### src/hw/rtl/uer_pkg.sv
`timescale 1ns / 1ps
// uer_pkg: shared constants, codes and types for the ultrasonic echo ranger
// depends on nothing; imported by ultrasonic_echo_ranger, ranger_checker and testbench

package uer_pkg;

  // echo count width and derived widths
  localparam int COUNT_BITS  = 16;
  localparam int TICK_W      = (COUNT_BITS > 17) ? COUNT_BITS : 17;
  localparam int DIST_W      = 11;
  localparam int DIST_EXT_W  = (COUNT_BITS > DIST_W) ? COUNT_BITS : DIST_W;
  localparam int SCALE_W     = 16;
  localparam int PROD_W      = COUNT_BITS + SCALE_W;
  localparam int COUNT_MAX   = (1 << COUNT_BITS) - 1;
  localparam int DIST_MAX    = (1 << DIST_W) - 1;

  // register file layout
  localparam int CFG_IDX_W   = 3;
  localparam int CFG_DATA_W  = 17;
  localparam int HOLD_W      = 17;

  localparam logic [CFG_IDX_W-1:0] REG_TRIG_TICKS     = 3'd0;
  localparam logic [CFG_IDX_W-1:0] REG_MAX_WAIT       = 3'd1;
  localparam logic [CFG_IDX_W-1:0] REG_MIN_CYCLES     = 3'd2;
  localparam logic [CFG_IDX_W-1:0] REG_SCALE_Q16      = 3'd3;
  localparam logic [CFG_IDX_W-1:0] REG_HOLDOFF_NORMAL = 3'd4;
  localparam logic [CFG_IDX_W-1:0] REG_HOLDOFF_NEAR   = 3'd5;
  localparam logic [CFG_IDX_W-1:0] REG_NEAR_LIMIT     = 3'd6;

  // register reset values
  localparam logic [7:0]        RST_TRIG_TICKS     = 8'd20;
  localparam logic [15:0]       RST_MAX_WAIT       = 16'd21684;
  localparam logic [15:0]       RST_MIN_CYCLES     = 16'd109;
  localparam logic [15:0]       RST_SCALE_Q16      = 16'd1209;
  localparam logic [HOLD_W-1:0] RST_HOLDOFF_NORMAL = 17'd65536;
  localparam logic [HOLD_W-1:0] RST_HOLDOFF_NEAR   = 17'd9216;
  localparam logic [DIST_W-1:0] RST_NEAR_LIMIT     = 11'd10;

  // result status codes
  typedef enum logic [1:0] {
    ST_OK   = 2'd0,
    ST_NEAR = 2'd1,
    ST_FAR  = 2'd2
  } status_t;

  // stream word widths
  localparam int IN_DATA_W  = 8;
  localparam int OUT_DATA_W = 24;

  // one result word, lowest field last in the struct
  typedef struct packed {
    logic              busy_res;
    logic              refused;
    logic              near;
    logic              changed;
    logic [DIST_W-1:0] distance_cm;
    status_t           status;
    logic              done_res;
    logic              trigger;
  } result_t;

endpackage

### src/hw/rtl/ultrasonic_echo_ranger.sv
`timescale 1ns / 1ps
// ultrasonic_echo_ranger: per-tick trigger/echo controller for a range sensor
// depends on uer_pkg

// One input word is one timer tick (bit 0 start_req, bit 1 echo) and gives
// exactly one result word. A word is taken every clock while m_axis_tready is
// high: the tick is decoded against the phase state in one pass and its result
// lands in the output register in the cycle after acceptance; a new tick is
// accepted in the same cycle the previous result is taken, so the sustained rate
// is one tick per clock while m_axis_tready is high. The longest path is the
// 16x16 echo-count times scale multiply followed by saturation and the compare
// against the last distance. Configuration writes take effect on the next
// accepted tick.
module ultrasonic_echo_ranger (
  input  logic                          clk,
  input  logic                          rst,
  // tick input: [0] start_req, [1] echo, [7:2] zero
  input  logic                          s_axis_tvalid,
  output logic                          s_axis_tready,
  input  logic [uer_pkg::IN_DATA_W-1:0] s_axis_tdata,
  // result output: [0] trigger, [1] done_res, [3:2] status, [14:4] distance_cm,
  // [15] changed, [16] near, [17] refused, [18] busy_res, [23:19] zero
  output logic                          m_axis_tvalid,
  input  logic                          m_axis_tready,
  output logic [uer_pkg::OUT_DATA_W-1:0] m_axis_tdata,
  // register writes
  input  logic                          cfg_valid,
  output logic                          cfg_ready,
  input  logic [uer_pkg::CFG_IDX_W-1:0] cfg_index,
  input  logic [uer_pkg::CFG_DATA_W-1:0] cfg_data
);
  import uer_pkg::*;

  typedef enum logic [2:0] {
    PH_IDLE  = 3'd0,
    PH_TRIG  = 3'd1,
    PH_WAIT  = 3'd2,
    PH_COUNT = 3'd3,
    PH_HOLD  = 3'd4
  } phase_t;

  // configuration registers
  logic [7:0]        trig_ticks;
  logic [15:0]       max_wait;
  logic [15:0]       min_cycles;
  logic [SCALE_W-1:0] scale_q16;
  logic [HOLD_W-1:0] holdoff_normal;
  logic [HOLD_W-1:0] holdoff_near;
  logic [DIST_W-1:0] near_limit;

  // measurement state
  phase_t            phase, phase_next;
  logic [TICK_W-1:0] tick_count, tick_count_next;
  logic [DIST_W-1:0] last_distance, last_distance_next;
  logic [DIST_W-1:0] reported_distance, reported_distance_next;
  status_t           last_status, last_status_next;

  // output register
  logic              out_valid;
  result_t           out_word;
  result_t           res;

  logic              in_accept;
  logic              start_req;
  logic              echo;

  logic [PROD_W-1:0]     prod;
  logic [COUNT_BITS-1:0] dist_raw;
  logic [DIST_EXT_W-1:0] dist_wide;
  logic [DIST_W-1:0]     dist_sat;
  logic [TICK_W-1:0]     tick_inc;

  assign cfg_ready     = 1'b1;
  assign s_axis_tready = !out_valid || m_axis_tready;
  assign in_accept     = s_axis_tvalid && s_axis_tready;
  assign start_req     = s_axis_tdata[0];
  assign echo          = s_axis_tdata[1];

  assign m_axis_tvalid = out_valid;
  assign m_axis_tdata  = OUT_DATA_W'(out_word);

  // register writes
  always_ff @(posedge clk) begin
    if (rst) begin
      trig_ticks     <= RST_TRIG_TICKS;
      max_wait       <= RST_MAX_WAIT;
      min_cycles     <= RST_MIN_CYCLES;
      scale_q16      <= RST_SCALE_Q16;
      holdoff_normal <= RST_HOLDOFF_NORMAL;
      holdoff_near   <= RST_HOLDOFF_NEAR;
      near_limit     <= RST_NEAR_LIMIT;
    end else if (cfg_valid && cfg_ready) begin
      case (cfg_index)
        REG_TRIG_TICKS:     trig_ticks     <= cfg_data[7:0];
        REG_MAX_WAIT:       max_wait       <= cfg_data[15:0];
        REG_MIN_CYCLES:     min_cycles     <= cfg_data[15:0];
        REG_SCALE_Q16:      scale_q16      <= cfg_data[SCALE_W-1:0];
        REG_HOLDOFF_NORMAL: holdoff_normal <= cfg_data[HOLD_W-1:0];
        REG_HOLDOFF_NEAR:   holdoff_near   <= cfg_data[HOLD_W-1:0];
        REG_NEAR_LIMIT:     near_limit     <= cfg_data[DIST_W-1:0];
        default: ;
      endcase
    end
  end

  // echo length to centimetres, saturated to the distance range
  assign prod      = PROD_W'(tick_count[COUNT_BITS-1:0]) * PROD_W'(scale_q16);
  assign dist_raw  = prod[PROD_W-1:SCALE_W];
  assign dist_wide = DIST_EXT_W'(dist_raw);
  assign dist_sat  = (dist_wide > DIST_EXT_W'(DIST_MAX)) ? DIST_W'(DIST_MAX)
                                                          : dist_wide[DIST_W-1:0];
  assign tick_inc  = tick_count + TICK_W'(1);

  // next state and result word for one tick
  always_comb begin
    phase_next             = phase;
    tick_count_next        = tick_count;
    last_distance_next     = last_distance;
    reported_distance_next = reported_distance;
    last_status_next       = last_status;
    res                    = '0;

    case (phase)
      PH_TRIG: begin
        res.trigger     = 1'b1;
        tick_count_next = tick_inc;
        if (tick_inc >= TICK_W'(trig_ticks)) begin
          phase_next      = PH_WAIT;
          tick_count_next = '0;
        end
      end
      PH_WAIT: begin
        if (echo) begin
          phase_next      = PH_COUNT;
          tick_count_next = TICK_W'(1);
        end else begin
          tick_count_next = tick_inc;
          if (tick_inc >= TICK_W'(max_wait)) begin
            res.done_res     = 1'b1;
            last_status_next = ST_FAR;
            phase_next       = PH_IDLE;
            tick_count_next  = '0;
          end
        end
      end
      PH_COUNT: begin
        if (echo) begin
          if (tick_count < TICK_W'(COUNT_MAX)) begin
            tick_count_next = tick_inc;
          end
        end else begin
          res.done_res = 1'b1;
          phase_next   = PH_HOLD;
          if (tick_count <= TICK_W'(min_cycles)) begin
            last_status_next = ST_NEAR;
            tick_count_next  = TICK_W'(holdoff_near);
          end else begin
            last_status_next       = ST_OK;
            reported_distance_next = dist_sat;
            tick_count_next        = TICK_W'(holdoff_normal);
            if (dist_sat != last_distance) begin
              res.changed        = 1'b1;
              last_distance_next = dist_sat;
              res.near           = (dist_sat < near_limit);
            end
          end
        end
      end
      PH_HOLD: begin
        res.refused = start_req;
        if (tick_count <= TICK_W'(1)) begin
          tick_count_next = '0;
          phase_next      = PH_IDLE;
        end else begin
          tick_count_next = tick_count - TICK_W'(1);
        end
      end
      default: begin
        // idle and unused codes
        phase_next = PH_IDLE;
        if (start_req) begin
          res.trigger     = 1'b1;
          tick_count_next = TICK_W'(1);
          phase_next      = PH_TRIG;
          if (TICK_W'(1) >= TICK_W'(trig_ticks)) begin
            phase_next      = PH_WAIT;
            tick_count_next = '0;
          end
        end
      end
    endcase

    res.status      = last_status_next;
    res.distance_cm = reported_distance_next;
    res.busy_res    = (phase_next != PH_IDLE);
  end

  // state and output register
  always_ff @(posedge clk) begin
    if (rst) begin
      phase             <= PH_IDLE;
      tick_count        <= '0;
      last_distance     <= '0;
      reported_distance <= '0;
      last_status       <= ST_OK;
      out_valid         <= 1'b0;
    end else begin
      if (in_accept) begin
        phase             <= phase_next;
        tick_count        <= tick_count_next;
        last_distance     <= last_distance_next;
        reported_distance <= reported_distance_next;
        last_status       <= last_status_next;
        out_valid         <= 1'b1;
      end else if (m_axis_tready) begin
        out_valid <= 1'b0;
      end
    end
    if (in_accept) begin
      out_word <= res;
    end
  end

  // near distance only reported together with a change
  assert property (@(posedge clk) disable iff (rst)
    out_valid && out_word.near |-> out_word.changed)
    else $error("near flagged without changed distance");

  // a finished ok or too-near measurement always enters holdoff
  assert property (@(posedge clk) disable iff (rst)
    out_valid && out_word.done_res && (out_word.status != ST_FAR) |-> out_word.busy_res)
    else $error("measurement finished without holdoff");

  // a refused start never drives the trigger or a result
  assert property (@(posedge clk) disable iff (rst)
    out_valid && out_word.refused |-> !out_word.trigger && !out_word.done_res)
    else $error("refused start produced trigger or result");

  // trigger count never exceeds the 8-bit trigger length
  assert property (@(posedge clk) disable iff (rst)
    phase == PH_TRIG |-> tick_count < TICK_W'(256))
    else $error("trigger count out of range");

  // state only moves on an accepted tick
  assert property (@(posedge clk) disable iff (rst)
    !in_accept |=> $stable(phase) && $stable(tick_count))
    else $error("state changed without an accepted tick");

endmodule

### config.mk
export PLATFORM = sky130hd
export DESIGN_NAME = ultrasonic_echo_ranger
export DESIGN_NICKNAME = d
export VERILOG_FILES = /design/src/hw/rtl/uer_pkg.sv /design/src/hw/rtl/ultrasonic_echo_ranger.sv
export SDC_FILE = /design/constraint.sdc
export NUM_CORES = 1
export LEC_CHECK = 0
export BUFFER_PORTS_ARGS = -buffer_cell sky130_fd_sc_hd__buf_2
export CAP_MARGIN = 15
export CORE_AREA = 4 4 205 207
export DETAILED_ROUTE_END_ITERATION = 7
export DIE_AREA = 0 0 209 211
export PLACE_DENSITY = 0.65
export SETUP_SLACK_MARGIN = 0.2
export SYNTH_ARGS = -nofsm -noshare
export SYNTH_HDL_FRONTEND = slang
export SYNTH_SLANG_ARGS = --single-unit
### constraint.sdc
create_clock -name clk -period 8.7 [get_ports clk]
set_clock_uncertainty 0.05 [all_clocks]
set_input_delay 2.175 -clock clk [delete_from_list [all_inputs] [get_ports clk]]
set_output_delay 2.175 -clock clk [all_outputs]
set_load 0.1 [all_outputs]
==> results.cfg <==
[die]
start_util_pct = 44.4
die_w_um = 209
die_area_um2 = 44100
die_h_um = 211
core-area_um2 = 40400
rows = 74
io_pins = 60

[placement]
pre_cts_ws_ps = 332
gp_congestion = 0.962
portBuffers = 47
dp_hpwl_um = 40200
dpl_cell_area_um2 = 18700
placedCellCount = 2702

[clock_tree]
cts.sinks = 165
cts_buffers = 17
path_clk_slew_ps = 70
cts_tree = yes
cts_hold_buf = 0
cts_root_buffer = clkbuf_16
insertion_delay_ps = 440
cts.htree.levels = 4
clk_path_buf_depth = 2

[hold_path]
hp-class = flip-flop to flip-flop

[detailed_routing]
vias = 15200
ant_nets = 0
drc = 0
drt-initial-drc-count = 1080
first_pass_iters = 6
vias_per_cell = 5.55
wl_per_cell_um = 18.6
wirelength_um = 51000

[sta]
max_freq_mhz = 125
setup_viol = 0
setup_ws_ps = 670
finalMaxSlewViolations = 0
max-slew-margin-rel_pct = 19.8
final_hold_viol_count = 0
rsz0062_at_grt = false
tns_ps = 0
timing.final.crit_share_pct = 92.3
worst_pin_slew_ps = 1200
fin_crit_ps = 8030

[critical_path]
cp_slowest_cell = fa_1
cp_max_fo = 12
worstPathRequired_ps = 8960
cp.arrival_ps = 8290
crit_type = flip-flop to flip-flop
cp_common_cell = fa_1
slowest_delay_ps = 570
crit_path_start_kind = flip-flop
worst_setup_path_end_kind = flip-flop

[power]
p_leak_uw = 0.00898
ir_drop_uv = 155
power_density_nw_per_um2 = 93.1
finalPower_uw = 1800

[finish]
mostFrequentLayoutCell = nand2_1
final_cells = 2739
nNetsFinal = 2573
design_area_um2 = 19400
syn_to_final_growth_pct = 8.03
final_cell_mix = nand2_1 (413), inv_1 (304), fa_1 (193)
drive_above_1_share_pct = 9.29

[logic_synthesis]
synthFlopType = dfxtp_1
synth.cell_area_um2 = 17900
ys_warn_count = 0
synth_enable_flop_cells = 19
ys_seq_elements = 165
avgSynthCellArea_um2 = 8.19
ys_seq_area_share_pct = 19.5
synth_cell_types = 88
netlist_instances = 2189
async_reset_ff_share_pct = 0

[grt]
grt_max_degree = 95
track_usage_pct = 23.2
grt_pass1_vias = 15500
overflow = 0
grt_pass1_wl_um = 82400
antenna_found_initial = 0

[flow_run]
cap_violations = 0

[status]
status = finished clean
## cell type report
| class | instances | area [µm²] |
|---|---|---|
| inverter | 304 | 1140 |
| tap | 532 | 666 |
| antenna | 1 | 2.50 |
| timing repair buffer | 103 | 682 |
| fill | 3977 | 21000 |
| multi-input combinational | 1602 | 12800 |
| clock inverter | 14 | 100 |
| sequential | 165 | 3520 |
| clock buffer | 18 | 429 |
## power by group
| group | total [µW] | internal [µW] | switching [µW] |
|---|---|---|---|
| logic | 291 | 81.0 | 210 |
| clock network | 706 | 368 | 338 |
| registers | 806 | 788 | 18.4 |
| total | 1800 | 1240 | 566 |
## critical path, delay by kind of cell (launching register included)
family | cells | cell delay [ps]
adder cells (fa/ha/maj) | 8 | 3780
AND/OR/NAND/NOR | 10 | 1600
flip-flops | 1 | 380
AO/OA/AOI/OAI | 9 | 1700
buffers and inverters | 5 | 420
## Yosys cell counts (6+ instances only)
cell type  count  area, µm²
o221ai_1       6       52.6
nand2b_1      16        100
o21a_1        25        188
buf_4          7       52.6
nor2b_1       14       87.6
mux2i_1       14        140
nand3b_1      13       97.6
buf_2         11       55.1
a211oi_1      14        105
nor2_1        82        308
a21o_1        15        113
nor2_2         7       43.8
a31oi_1        9       56.3
or3_1          8       50.1
nand4_1       23        144
a21oi_1      152        761
nor3_2         7       70.1
a211o_1       15        131
inv_1        304       1140
o21ai_0       42        210
and2_1       123        769
nand3_1       37        185
edfxtp_1      19        571
and3_1        13       81.3
a221oi_1      10       87.6
xor2_1        11       96.3
ha_1         154       1930
dfxtp_1      146       2920
fa_1         193       3860
o21ai_1        6       30.0
nor4_1        10       62.6
nand2_1      413       1550
nor3_1        30        150
clkbuf_1      97        364
mux2_2        16        180
xnor2_1       23        201
## flip-flops by register name (all words and copies together), names as in the netlist, 16 cells and up
register        count
max_wait           16
tick_count         17
holdoff_normal     17
m_axis_tdata       19
holdoff_near       17
min_cycles         16
scale_q16          16
## cells by family (layout without fill, tap and decap cells)
family / Yosys count / count (layout) / share of synthesized area (%)
flops: 165 / 165 / 19.5
other cells: 2 / 7 / 0.0419
mux: 30 / 30 / 1.79
buf+inv: 426 / 439 / 9.21
compound gates: 368 / 368 / 13.6
fa+ha+maj: 347 / 347 / 32.3
xor+xnor: 37 / 37 / 2.04
simple gates: 814 / 814 / 21.5
## worst paths after layout
path                                      startpoint                    to  slack, ps  cells after the start
worst max register to register          scale_q16[4]      m_axis_tdata[16]        670                     32
worst max-delay path                    scale_q16[4]      m_axis_tdata[16]        670                     32
worst min register to register  reported_distance[6]  reported_distance[6]        400                      2
worst min-delay path            reported_distance[6]  reported_distance[6]        400                      2
## timing repair
action / CTS / global route
buffers inserted: 0 / 2
hold endpoints to repair: 0 / 0
gates resized for setup: 0 / 25
setup endpoints to repair: 0 / 1
## per-stage QoR
step	utilization [%]	hold slack, ps
2_1_floorplan	-	383
3_3_place_gp	46.4	389
3_5_place_dp	46.4	395
4_1_cts	47.7	404
5_1_grt	48.0	420
6_report	48.0	402
## layer usage
metal,track usage (%),wire [µm]
met5,0,0
met4,8.69,1940
met3,2.69,2590
met2,39.7,24200
met1,30.5,22200
(Power assumes the default switching activity.)
